<file path="config.mk">
export PLATFORM = sky130hd
export DESIGN_NAME = gmvn_unit
export DESIGN_NICKNAME = d
export VERILOG_FILES = /design/src/hdl/gmvn_pkg.sv /design/src/hdl/gmvn_unit.sv
export SDC_FILE = /design/constraint.sdc
export NUM_CORES = 2
export LEC_CHECK = 0
export BUFFER_PORTS_ARGS = -buffer_cell sky130_fd_sc_hd__buf_2
export CAP_MARGIN = 5
export CELL_PAD_IN_SITES_DETAIL_PLACEMENT = 0
export CELL_PAD_IN_SITES_GLOBAL_PLACEMENT = 1
export CORE_UTILIZATION = 55
export CTS_BUF_LIST = sky130_fd_sc_hd__clkbuf_4 sky130_fd_sc_hd__clkbuf_8
export CTS_CLUSTER_DIAMETER = 30
export DETAILED_ROUTE_END_ITERATION = 7
export GPL_TIMING_DRIVEN = 0
export PLACE_DENSITY_LB_ADDON = 0.1
export SETUP_SLACK_MARGIN = 0.05
export SYNTH_ARGS = -nofsm -noshare
export SYNTH_HDL_FRONTEND = slang
export SYNTH_SLANG_ARGS = --single-unit
export TNS_END_PERCENT = 1
</file>
<file path="constraint.sdc">
create_clock -name clock -period 27.9 [get_ports clock]
set_input_delay 4.185 -clock clock [delete_from_list [all_inputs] [get_ports clock]]
set_output_delay 4.185 -clock clock [all_outputs]
set_load 0.01 [all_outputs]
</file>
<file path="src/hdl/gmvn_pkg.sv">
// shared types and constants for the grid mesh vertex normal block
package gmvn_pkg;

   localparam int VEC_W  = 52;
   localparam int SUM_W  = 18;
   localparam int NORM_W = 16;
   localparam int IDX_W  = 15;

   // configuration register indexes (address bit 2)
   localparam logic REG_COLUMNS = 1'b0;
   localparam logic REG_ROWS    = 1'b1;

   typedef struct packed {
      logic signed [23:0] pos_x;
      logic signed [23:0] pos_y;
      logic signed [23:0] pos_z;
   } req_type;

   typedef struct packed {
      logic        [IDX_W-1:0]  vertex_index;
      logic signed [23:0]       out_x;
      logic signed [23:0]       out_y;
      logic signed [23:0]       out_z;
      logic signed [NORM_W-1:0] normal_x;
      logic signed [NORM_W-1:0] normal_y;
      logic signed [NORM_W-1:0] normal_z;
      logic                     run_end;
      logic                     grid_done;
   } rsp_type;

   typedef struct packed {
      logic signed [23:0] x;
      logic signed [23:0] y;
      logic signed [23:0] z;
   } pos_type;

   typedef struct packed {
      logic signed [SUM_W-1:0] x;
      logic signed [SUM_W-1:0] y;
      logic signed [SUM_W-1:0] z;
   } sum_type;

   typedef struct packed {
      logic signed [NORM_W-1:0] x;
      logic signed [NORM_W-1:0] y;
      logic signed [NORM_W-1:0] z;
   } norm_type;

   typedef struct packed {
      logic signed [VEC_W-1:0] x;
      logic signed [VEC_W-1:0] y;
      logic signed [VEC_W-1:0] z;
   } vec_type;

endpackage

</file>
<file path="src/hdl/gmvn_unit.sv">
// iterative unit vector unit: normalize, sum of squares, bit-serial root and divide
module gmvn_unit (
   input  logic               clock,
   input  logic               reset,
   input  logic               start,
   input  gmvn_pkg::vec_type  vec_in,
   output logic               done,
   output gmvn_pkg::norm_type norm_out
);
   import gmvn_pkg::*;

   localparam logic [2:0] U_IDLE  = 3'd0;
   localparam logic [2:0] U_NORM  = 3'd1;
   localparam logic [2:0] U_SQ    = 3'd2;
   localparam logic [2:0] U_SQRT  = 3'd3;
   localparam logic [2:0] U_DLOAD = 3'd4;
   localparam logic [2:0] U_DIV   = 3'd5;
   localparam logic [2:0] U_DONE  = 3'd6;

   logic [2:0]             state_ff;
   logic [VEC_W-1:0]       m_ff [3];
   logic [2:0]             neg_ff;
   logic [61:0]            s_ff;
   logic [59:0]            sq_ff;
   logic [32:0]            rem_ff;
   logic [30:0]            root_ff;
   logic [30:0]            drem_ff;
   logic [14:0]            nb_ff;
   logic [14:0]            q_ff;
   logic [4:0]             cnt_ff;
   logic [1:0]             comp_ff;
   logic signed [NORM_W-1:0] res_ff [3];

   logic [VEC_W-1:0] top;
   logic [1:0]       sq_sel;
   logic [34:0]      rem_in;
   logic [34:0]      trial;
   logic [44:0]      num;
   logic [31:0]      drem_in;
   logic             qbit;
   logic [14:0]      qn;

   always_comb begin
      top = m_ff[0];
      if (m_ff[1] > top) top = m_ff[1];
      if (m_ff[2] > top) top = m_ff[2];
      sq_sel  = (cnt_ff >= 5'd3) ? 2'd2 : cnt_ff[1:0];
      rem_in  = {rem_ff, s_ff[61:60]};
      trial   = {2'b00, root_ff, 2'b01};
      num     = {1'b0, m_ff[comp_ff][29:0], 14'b0} + 45'(root_ff[30:1]);
      drem_in = {drem_ff, nb_ff[14]};
      qbit    = (drem_in >= {1'b0, root_ff});
      qn      = {q_ff[13:0], qbit};
   end

   always_ff @(posedge clock) begin
      if (reset) begin
         state_ff <= U_IDLE;
         cnt_ff   <= '0;
         comp_ff  <= '0;
      end else begin
         unique case (state_ff)
            U_IDLE: begin
               if (start) begin
                  neg_ff   <= {vec_in.z < 0, vec_in.y < 0, vec_in.x < 0};
                  m_ff[0]  <= (vec_in.x < 0) ? VEC_W'(-vec_in.x) : VEC_W'(vec_in.x);
                  m_ff[1]  <= (vec_in.y < 0) ? VEC_W'(-vec_in.y) : VEC_W'(vec_in.y);
                  m_ff[2]  <= (vec_in.z < 0) ? VEC_W'(-vec_in.z) : VEC_W'(vec_in.z);
                  state_ff <= U_NORM;
               end
            end
            U_NORM: begin
               priority if (top == '0) begin
                  res_ff[0] <= '0;
                  res_ff[1] <= '0;
                  res_ff[2] <= '0;
                  state_ff  <= U_DONE;
               end else if (top < (VEC_W'(1) << 21)) begin
                  for (int i = 0; i < 3; i++) m_ff[i] <= m_ff[i] << 8;
               end else if (top < (VEC_W'(1) << 29)) begin
                  for (int i = 0; i < 3; i++) m_ff[i] <= m_ff[i] << 1;
               end else if (top >= (VEC_W'(1) << 38)) begin
                  for (int i = 0; i < 3; i++) m_ff[i] <= m_ff[i] >> 8;
               end else if (top >= (VEC_W'(1) << 30)) begin
                  for (int i = 0; i < 3; i++) m_ff[i] <= m_ff[i] >> 1;
               end else begin
                  s_ff     <= '0;
                  cnt_ff   <= '0;
                  state_ff <= U_SQ;
               end
            end
            U_SQ: begin
               // one square per cycle, registered in sq_ff before it is accumulated
               if (cnt_ff < 5'd3) sq_ff <= m_ff[sq_sel][29:0] * m_ff[sq_sel][29:0];
               if (cnt_ff >= 5'd1) s_ff <= s_ff + 62'(sq_ff);
               if (cnt_ff == 5'd3) begin
                  cnt_ff   <= '0;
                  rem_ff   <= '0;
                  root_ff  <= '0;
                  state_ff <= U_SQRT;
               end else begin
                  cnt_ff <= cnt_ff + 5'd1;
               end
            end
            U_SQRT: begin
               s_ff <= s_ff << 2;
               if (rem_in >= trial) begin
                  rem_ff  <= 33'(rem_in - trial);
                  root_ff <= {root_ff[29:0], 1'b1};
               end else begin
                  rem_ff  <= 33'(rem_in);
                  root_ff <= {root_ff[29:0], 1'b0};
               end
               if (cnt_ff == 5'd30) begin
                  comp_ff  <= '0;
                  state_ff <= U_DLOAD;
               end else begin
                  cnt_ff <= cnt_ff + 5'd1;
               end
            end
            U_DLOAD: begin
               // quotient fits 15 bits, so the top of the numerator is below the root
               drem_ff  <= {1'b0, num[44:15]};
               nb_ff    <= num[14:0];
               q_ff     <= '0;
               cnt_ff   <= '0;
               state_ff <= U_DIV;
            end
            U_DIV: begin
               nb_ff   <= nb_ff << 1;
               drem_ff <= qbit ? 31'(drem_in - {1'b0, root_ff}) : 31'(drem_in);
               q_ff    <= qn;
               if (cnt_ff == 5'd14) begin
                  res_ff[comp_ff] <= neg_ff[comp_ff] ? -NORM_W'(qn) : NORM_W'(qn);
                  if (comp_ff == 2'd2) begin
                     state_ff <= U_DONE;
                  end else begin
                     comp_ff  <= comp_ff + 2'd1;
                     state_ff <= U_DLOAD;
                  end
               end else begin
                  cnt_ff <= cnt_ff + 5'd1;
               end
            end
            U_DONE: begin
               state_ff <= U_IDLE;
            end
            default: begin
               state_ff <= U_IDLE;
            end
         endcase
      end
   end

   assign done       = (state_ff == U_DONE);
   assign norm_out.x = res_ff[0];
   assign norm_out.y = res_ff[1];
   assign norm_out.z = res_ff[2];

endmodule

</file>
# After elaboration in Yosys (flattened, before gate mapping)
# Memory sizes are Yosys's and may differ from the RTL's. A register that Yosys moved wholly into a read port is not among the register bits.
# Index checks and enable logic that the tools add are counted.
[word_totals]
reg_bits = 259
mem_bits_rw = 204
out_inout_bits = 49
wordCells = 200
mem_count = 2
[memory_table]
columns = ["name", "depth", "width", "read_ports", "rd_ports_with_merged_regs", "wr", "line", "rtl"]
rows = [
  ["m_ff", 3, 52, 5, 1, 3, "gmvn_unit.sv:21", "logic [VEC_W-1:0] m_ff [3];"],
  ["res_ff", 3, 16, 3, 0, 3, "gmvn_unit.sv:32", "logic signed [NORM_W-1:0] res_ff [3];"],
]
[classes]
add_sub_neg = 10
multipliers = 1
magnitude_cmp = 15
eq_ne = 27
mux = 105
n_bitwise = 13
reduce_logical = 16
[ops]
columns = ["cell", "n"]
rows = [
  ["two-way mux 52 bit", 17],
  ["two-way mux 62 bit", 6],
  ["one-hot mux 62 bit (3 select lines)", 1],
  ["< comparator 52 x 1 -> 1 bit (second input constant)", 3],
  ["negator 52 bit", 3],
  ["one-hot mux 31 bit (2 select lines)", 2],
  ["> comparator 52 bit", 2],
  ["two-way mux 33 bit", 2],
  ["one-hot mux 33 bit (2 select lines)", 1],
  ["adder 62 x 60 -> 62 bit", 1],
  ["two-way mux 31 bit", 2],
  ["multiplier 30 x 30 -> 60 bit", 1],
  ["greater-or-equal comparator 52 x 31 -> 1 bit (second input constant)", 1],
  ["greater-or-equal comparator 52 x 39 -> 1 bit (second input constant)", 1],
  ["logical NOT 52 bit", 1],
  ["< comparator 52 x 22 -> 1 bit (second input constant)", 1],
  ["< comparator 52 x 30 -> 1 bit (second input constant)", 1],
  ["adder 44 x 30 -> 45 bit", 1],
  ["two-way mux 1 bit", 41],
  ["two-way mux 5 bit", 8],
  ["greater-or-equal comparator 35 x 33 -> 1 bit", 1],
  ["subtractor 33 bit", 1],
  ["greater-or-equal comparator 32 x 31 -> 1 bit", 1],
  ["two-way mux 16 bit", 2],
  ["36 further kinds", 86],
]

# Longest topological paths before layout
# An unclocked memory read counts as a cell.
[depth]
ltp_word = 15
ltp_mapped = 39

# Worst setup path after synthesis
# OpenSTA, ideal clock, no wires.
[synth_path]
kind = "reg-to-reg"
from = "memory m_ff[1][7]"
to = "register s_ff[0], enable pin"
setup_time_ns = 0.575
t_arrival_ns = 9.265
setup_slack_ns = 18.060
path_stages_with_launch = 21
path_cell_list = "edfxtp_1 ha_1 and3_1 nand3_1 or4_1 nor4_2 nor2_1 clkbuf_1 clkbuf_1 a21oi_1 ha_1 a21oi_1 o21ai_1 a221o_1 a2111oi_0 nor2_1 o32a_1 nand2_1 o31ai_1 a211o_1 a211oi_1"
[synth_rtl]
columns = ["element", "line", "rtl"]
rows = [
  ["start: declaration", "gmvn_unit.sv:21", ""],
  ["end signal: assignment", "gmvn_unit.sv:95", "if (cnt_ff >= 5'd1) s_ff <= s_ff + 62'(sq_ff);"],
  ["end signal: assignment", "gmvn_unit.sv:106", "s_ff <= s_ff << 2;"],
  ["end: declaration", "gmvn_unit.sv:23", "logic [61:0] s_ff;"],
]

# Final worst setup path
[layout_path]
from = "register cnt_ff[0]"
to = "register sq_ff[58] (data pin)"
[layout_between]
elab_chain_cells = 4
[layout_lines]
columns = ["element", "line", "rtl"]
rows = [
  ["start: declaration", "gmvn_unit.sv:30", "logic [4:0] cnt_ff;"],
  ["start signal: assignment", "gmvn_unit.sv:102", "cnt_ff <= cnt_ff + 5'd1;"],
  ["start signal: assignment", "gmvn_unit.sv:118", "cnt_ff <= cnt_ff + 5'd1;"],
  ["start signal: assignment", "gmvn_unit.sv:142", "cnt_ff <= cnt_ff + 5'd1;"],
  ["greater-or-equal comparator 5 x 2 -> 1 bit", "gmvn_unit.sv:47", "sq_sel = (cnt_ff >= 5'd3) ? 2'd2 : cnt_ff[1:0];"],
  ["two-way mux 2 bit *", "gmvn_unit.sv:47", ""],
  ["memory (3 x 52 bit) *", "--", ""],
  ["multiplier 30 x 30 -> 60 bit *", "gmvn_unit.sv:94", "if (cnt_ff < 5'd3) sq_ff <= m_ff[sq_sel][29:0] * m_ff[sq_sel][29:0];"],
  ["end signal: assignment", "gmvn_unit.sv:94", ""],
  ["end: declaration", "gmvn_unit.sv:24", "logic [59:0] sq_ff;"],
]
# Mark *: on every way between the ends. The rest lies on a longest branch, timed or not.
# A chain may end at the register's enable or synchronous reset.

==> summary.md <==
| Metric | Value |
|---|---|
| Cell taking the most area after synthesis | `fa_1` |
| Syn avg cell area | `9.00 um^2` |
| Final max-slew violation count | `0` |
| Status | `finished clean` |
| Synth cell types | `88` |
| Via/cell ratio | `6.21` |
| Crit Path Class | `flop to flop` |
| CP required | `28.45 ns` |
| Placed cells | `8,563` |
| Setup bufs post-CTS | `0` |
| All-Layer GR Usage | `0.406` |
| Synth Cell Area | `61,700 um^2` |
| Share of the synthesized area in the top cell type | `0.231` |
| Fillers | `10,012` |
| Chip Width | `337 um` |
| Tcrit/Tclk final | `0.490` |
| Final setup skew | `about 0.12 ns` |
| DP HPWL | `about 180,000 um` |
| Final setup viols | `0` |
| Final cell utilization of the core | `0.613` |
| Count leader, synth | `inv_1` |
| Die footprint | `113,000 um^2` |
| DR pass1 iterations | `6` |
| Number of global-route vias before repair | `54,400` |
| Final hold violation count | `0` |
| Detail Route Antenna Nets | `0` |
| Routed wire per std cell | `about 26 um` |
| Post-route DRC | `0` |
| Max Clk Rate | `~73 MHz` |
| Clk_lat worst skew | `0.87 ns` |
| Layout area overhead | `10.3%` |
| Post_cts resized | `0` |
| # port buffers | `a little over 200` |
| Clk sink count | `464` |
| IO Pins | `208` |
| CP Launch Type | `flop` |
| Synth top cells by count | `inv_1, fa_1, nor2_1` |
| Post-synth EDFFs | `452` |
| CP arrival | `14.23 ns` |
| Proportion of layout cells with a drive suffix above 1 | `0.0710` |
| Clock Pin Slew Worst Setup and Hold Paths | `~0.060 ns` |
| First-pass GRT wire length | `between 300,000 and 400,000 um` |
| Register area share after synthesis | `0.224` |
| Hold Path Class | `flop to flop` |
| Syn nets | `8,222` |
| Via count | `about 55,000` |
| CORE AREA | `about 110,000 um^2` |
| Synth area leaders | `fa_1, edfxtp_1, ha_1, inv_1, nor2_1` |
| YS warnings | `0` |
| Root cell of the clock tree | `clkbuf_8` |
| DIE HEIGHT | `roughly 340 um` |
| CP Capture Type | `flop` |
| Worst Path Max Fanout | `10` |
| Setup TNS | `0 ns` |
| RSZ-0062 raised after global routing | `false` |
| Min Tclk post-route | `13.68 ns` |
| Slew margin rel. | `0.0274` |
| CP most frequent cell | `fa_1` |
| Delay of the slowest cell on the worst path | `approximately 0.97 ns` |
| Clock buffer depth | `3` |
| Rows | `around 120` |
| Final non-filler cell total | `8,799` |
| Max cap viols | `0` |
| Antenna violations before repair | `9` |
| GP Congestion | `around 1.1` |
| Detailed Route Iter0 Violations | `6,153` |
| Starting Density | `0.556` |
| Ys flop type | `edfxtp_1` |
| Yosys reg bits | `464` |
| NumNets Final | `8,573` |
| CTS tree | `yes` |
| Hold buffers post-CTS | `0` |
| Synth async-reset ratio | `0` |
| TritonCTS buffer count | `120` |
| Slowest stage cell, crit path | `o21ai_0` |
| Post-Synthesis Cells | `6,850` |
| Total congestion overflow | `0` |
| Tightest Pin Transition | `1.45 ns` |
| H-tree depth | `3` |
| Largest net degree at the start of global routing | `62` |
| Final wirelength | `230,000 um` |
## per-layer routing
layer,vias to the layer above,wire length (um),track usage
li1,24079,-,-
met1,26535,85900,0.504
met2,3117,104000,0.639
met3,900,23000,0.0932
met4,10,17300,0.261
met5,-,78,0
## final cells by class
cell class,instances,area (um^2),area share
clock inverters,99,1290,0.0190
well taps,1488,1860,0.0274
inverters,1022,3840,0.0564
diodes,4,10.0,0.000147
repair buffers,229,1370,0.0202
plain buffers,320,1230,0.0181
clock buffers,129,1720,0.0253
multi-input cells,5044,42900,0.630
flip-flops and latches,464,13800,0.203
## through the flow
stage                     cell area [um^2]  hold slack, ns  worst slack (ns)
after global placement               64600           0.499             12.39
after global routing                 68000           0.542             14.07
after detailed placement             64900           0.512             14.94
after floorplan                      61700           0.484             18.06
final                                68000           0.523             14.22
after CTS                            67900           0.514             14.89
## path summary, 6_finish.rpt
| path | startpoint | endpoint | slack, ns | cells after the start |
|---|---|---|---|---|
| worst min register to register | nb_ff[2] | nb_ff[3] | 0.52 | 2 |
| worst min-delay path | nb_ff[2] | nb_ff[3] | 0.52 | 2 |
| worst max register to register | cnt_ff[0] | sq_ff[58] | 14.22 | 29 |
| worst max-delay path | cnt_ff[0] | sq_ff[58] | 14.22 | 29 |
## kinds of logic after synthesis
group / count (synthesis) / synth area share
simple gates: 1854 / 0.136
compound gates: 1511 / 0.157
buf+inv: 1342 / 0.0821
fa+ha+maj: 1213 / 0.333
flops: 464 / 0.224
xor+xnor: 356 / 0.0506
mux: 110 / 0.0180
## flip-flops by register name (all words and copies together) (netlist names), named ones only
| signal | cells |
|---|---|
| sq_ff | 59 |
| state_ff | 3 |
| m_ff | 156 |
| nb_ff | 15 |
| q_ff | 14 |
| neg_ff | 3 |
| cnt_ff | 5 |
| drem_ff | 31 |
| rem_ff | 33 |
| res_ff | 48 |
| comp_ff | 2 |
| s_ff | 62 |
| root_ff | 31 |
## cells in the final DEF (no fill, tap or decap), types with 21 or more instances in the layout
cell       netlist  routed
or4_1           26      26
nand2b_1        46      46
o211ai_1        43      43
buf_1           29      29
clkbuf_8         0     120
edfxtp_1       452     452
and3_1          40      40
o22ai_1         88      88
fa_1           712     712
inv_1         1013    1013
bufinv_16        0      24
o31ai_1         59      58
o41ai_1         26      26
a21o_1         107     107
a211oi_1        71      69
buf_2           15     222
nor3_1          59      58
xor2_1         172     172
a221o_1         31      31
a21oi_1        389     387
clkinv_1         7      21
nand2_1        636     636
o21bai_1        30      30
or3_1           59      58
ha_1           501     501
o21a_1          48      48
o21ai_0        294     293
nand3_1         92      92
a221oi_1        33      33
a31oi_1         25      25
clkbuf_1       271     271
mux2i_1        104     104
nand4_1         41      41
nor4_1          63      63
nor2b_1         76      75
nor2_1         643     643
a22oi_1         90      90
o21ai_1         64      63
xnor2_1        184     184
## critical path: cells and delay by family, from the launching register on
| kind | cells | cell delay [ns] |
|---|---|---|
| AOI/OAI and AO/OA | 8 | 2.92 |
| buffers and inverters | 5 | 3.16 |
| xor gates and xnor gates | 1 | 0.13 |
| DFF | 1 | 0.38 |
| and+or+nand+nor | 5 | 1.90 |
| adders and majority gates | 9 | 4.71 |
| muxes | 1 | 0.16 |
Power is left out: the tool's default activity adds up to more than one toggle a clock period on the data nets, which glitch-free logic cannot reach.
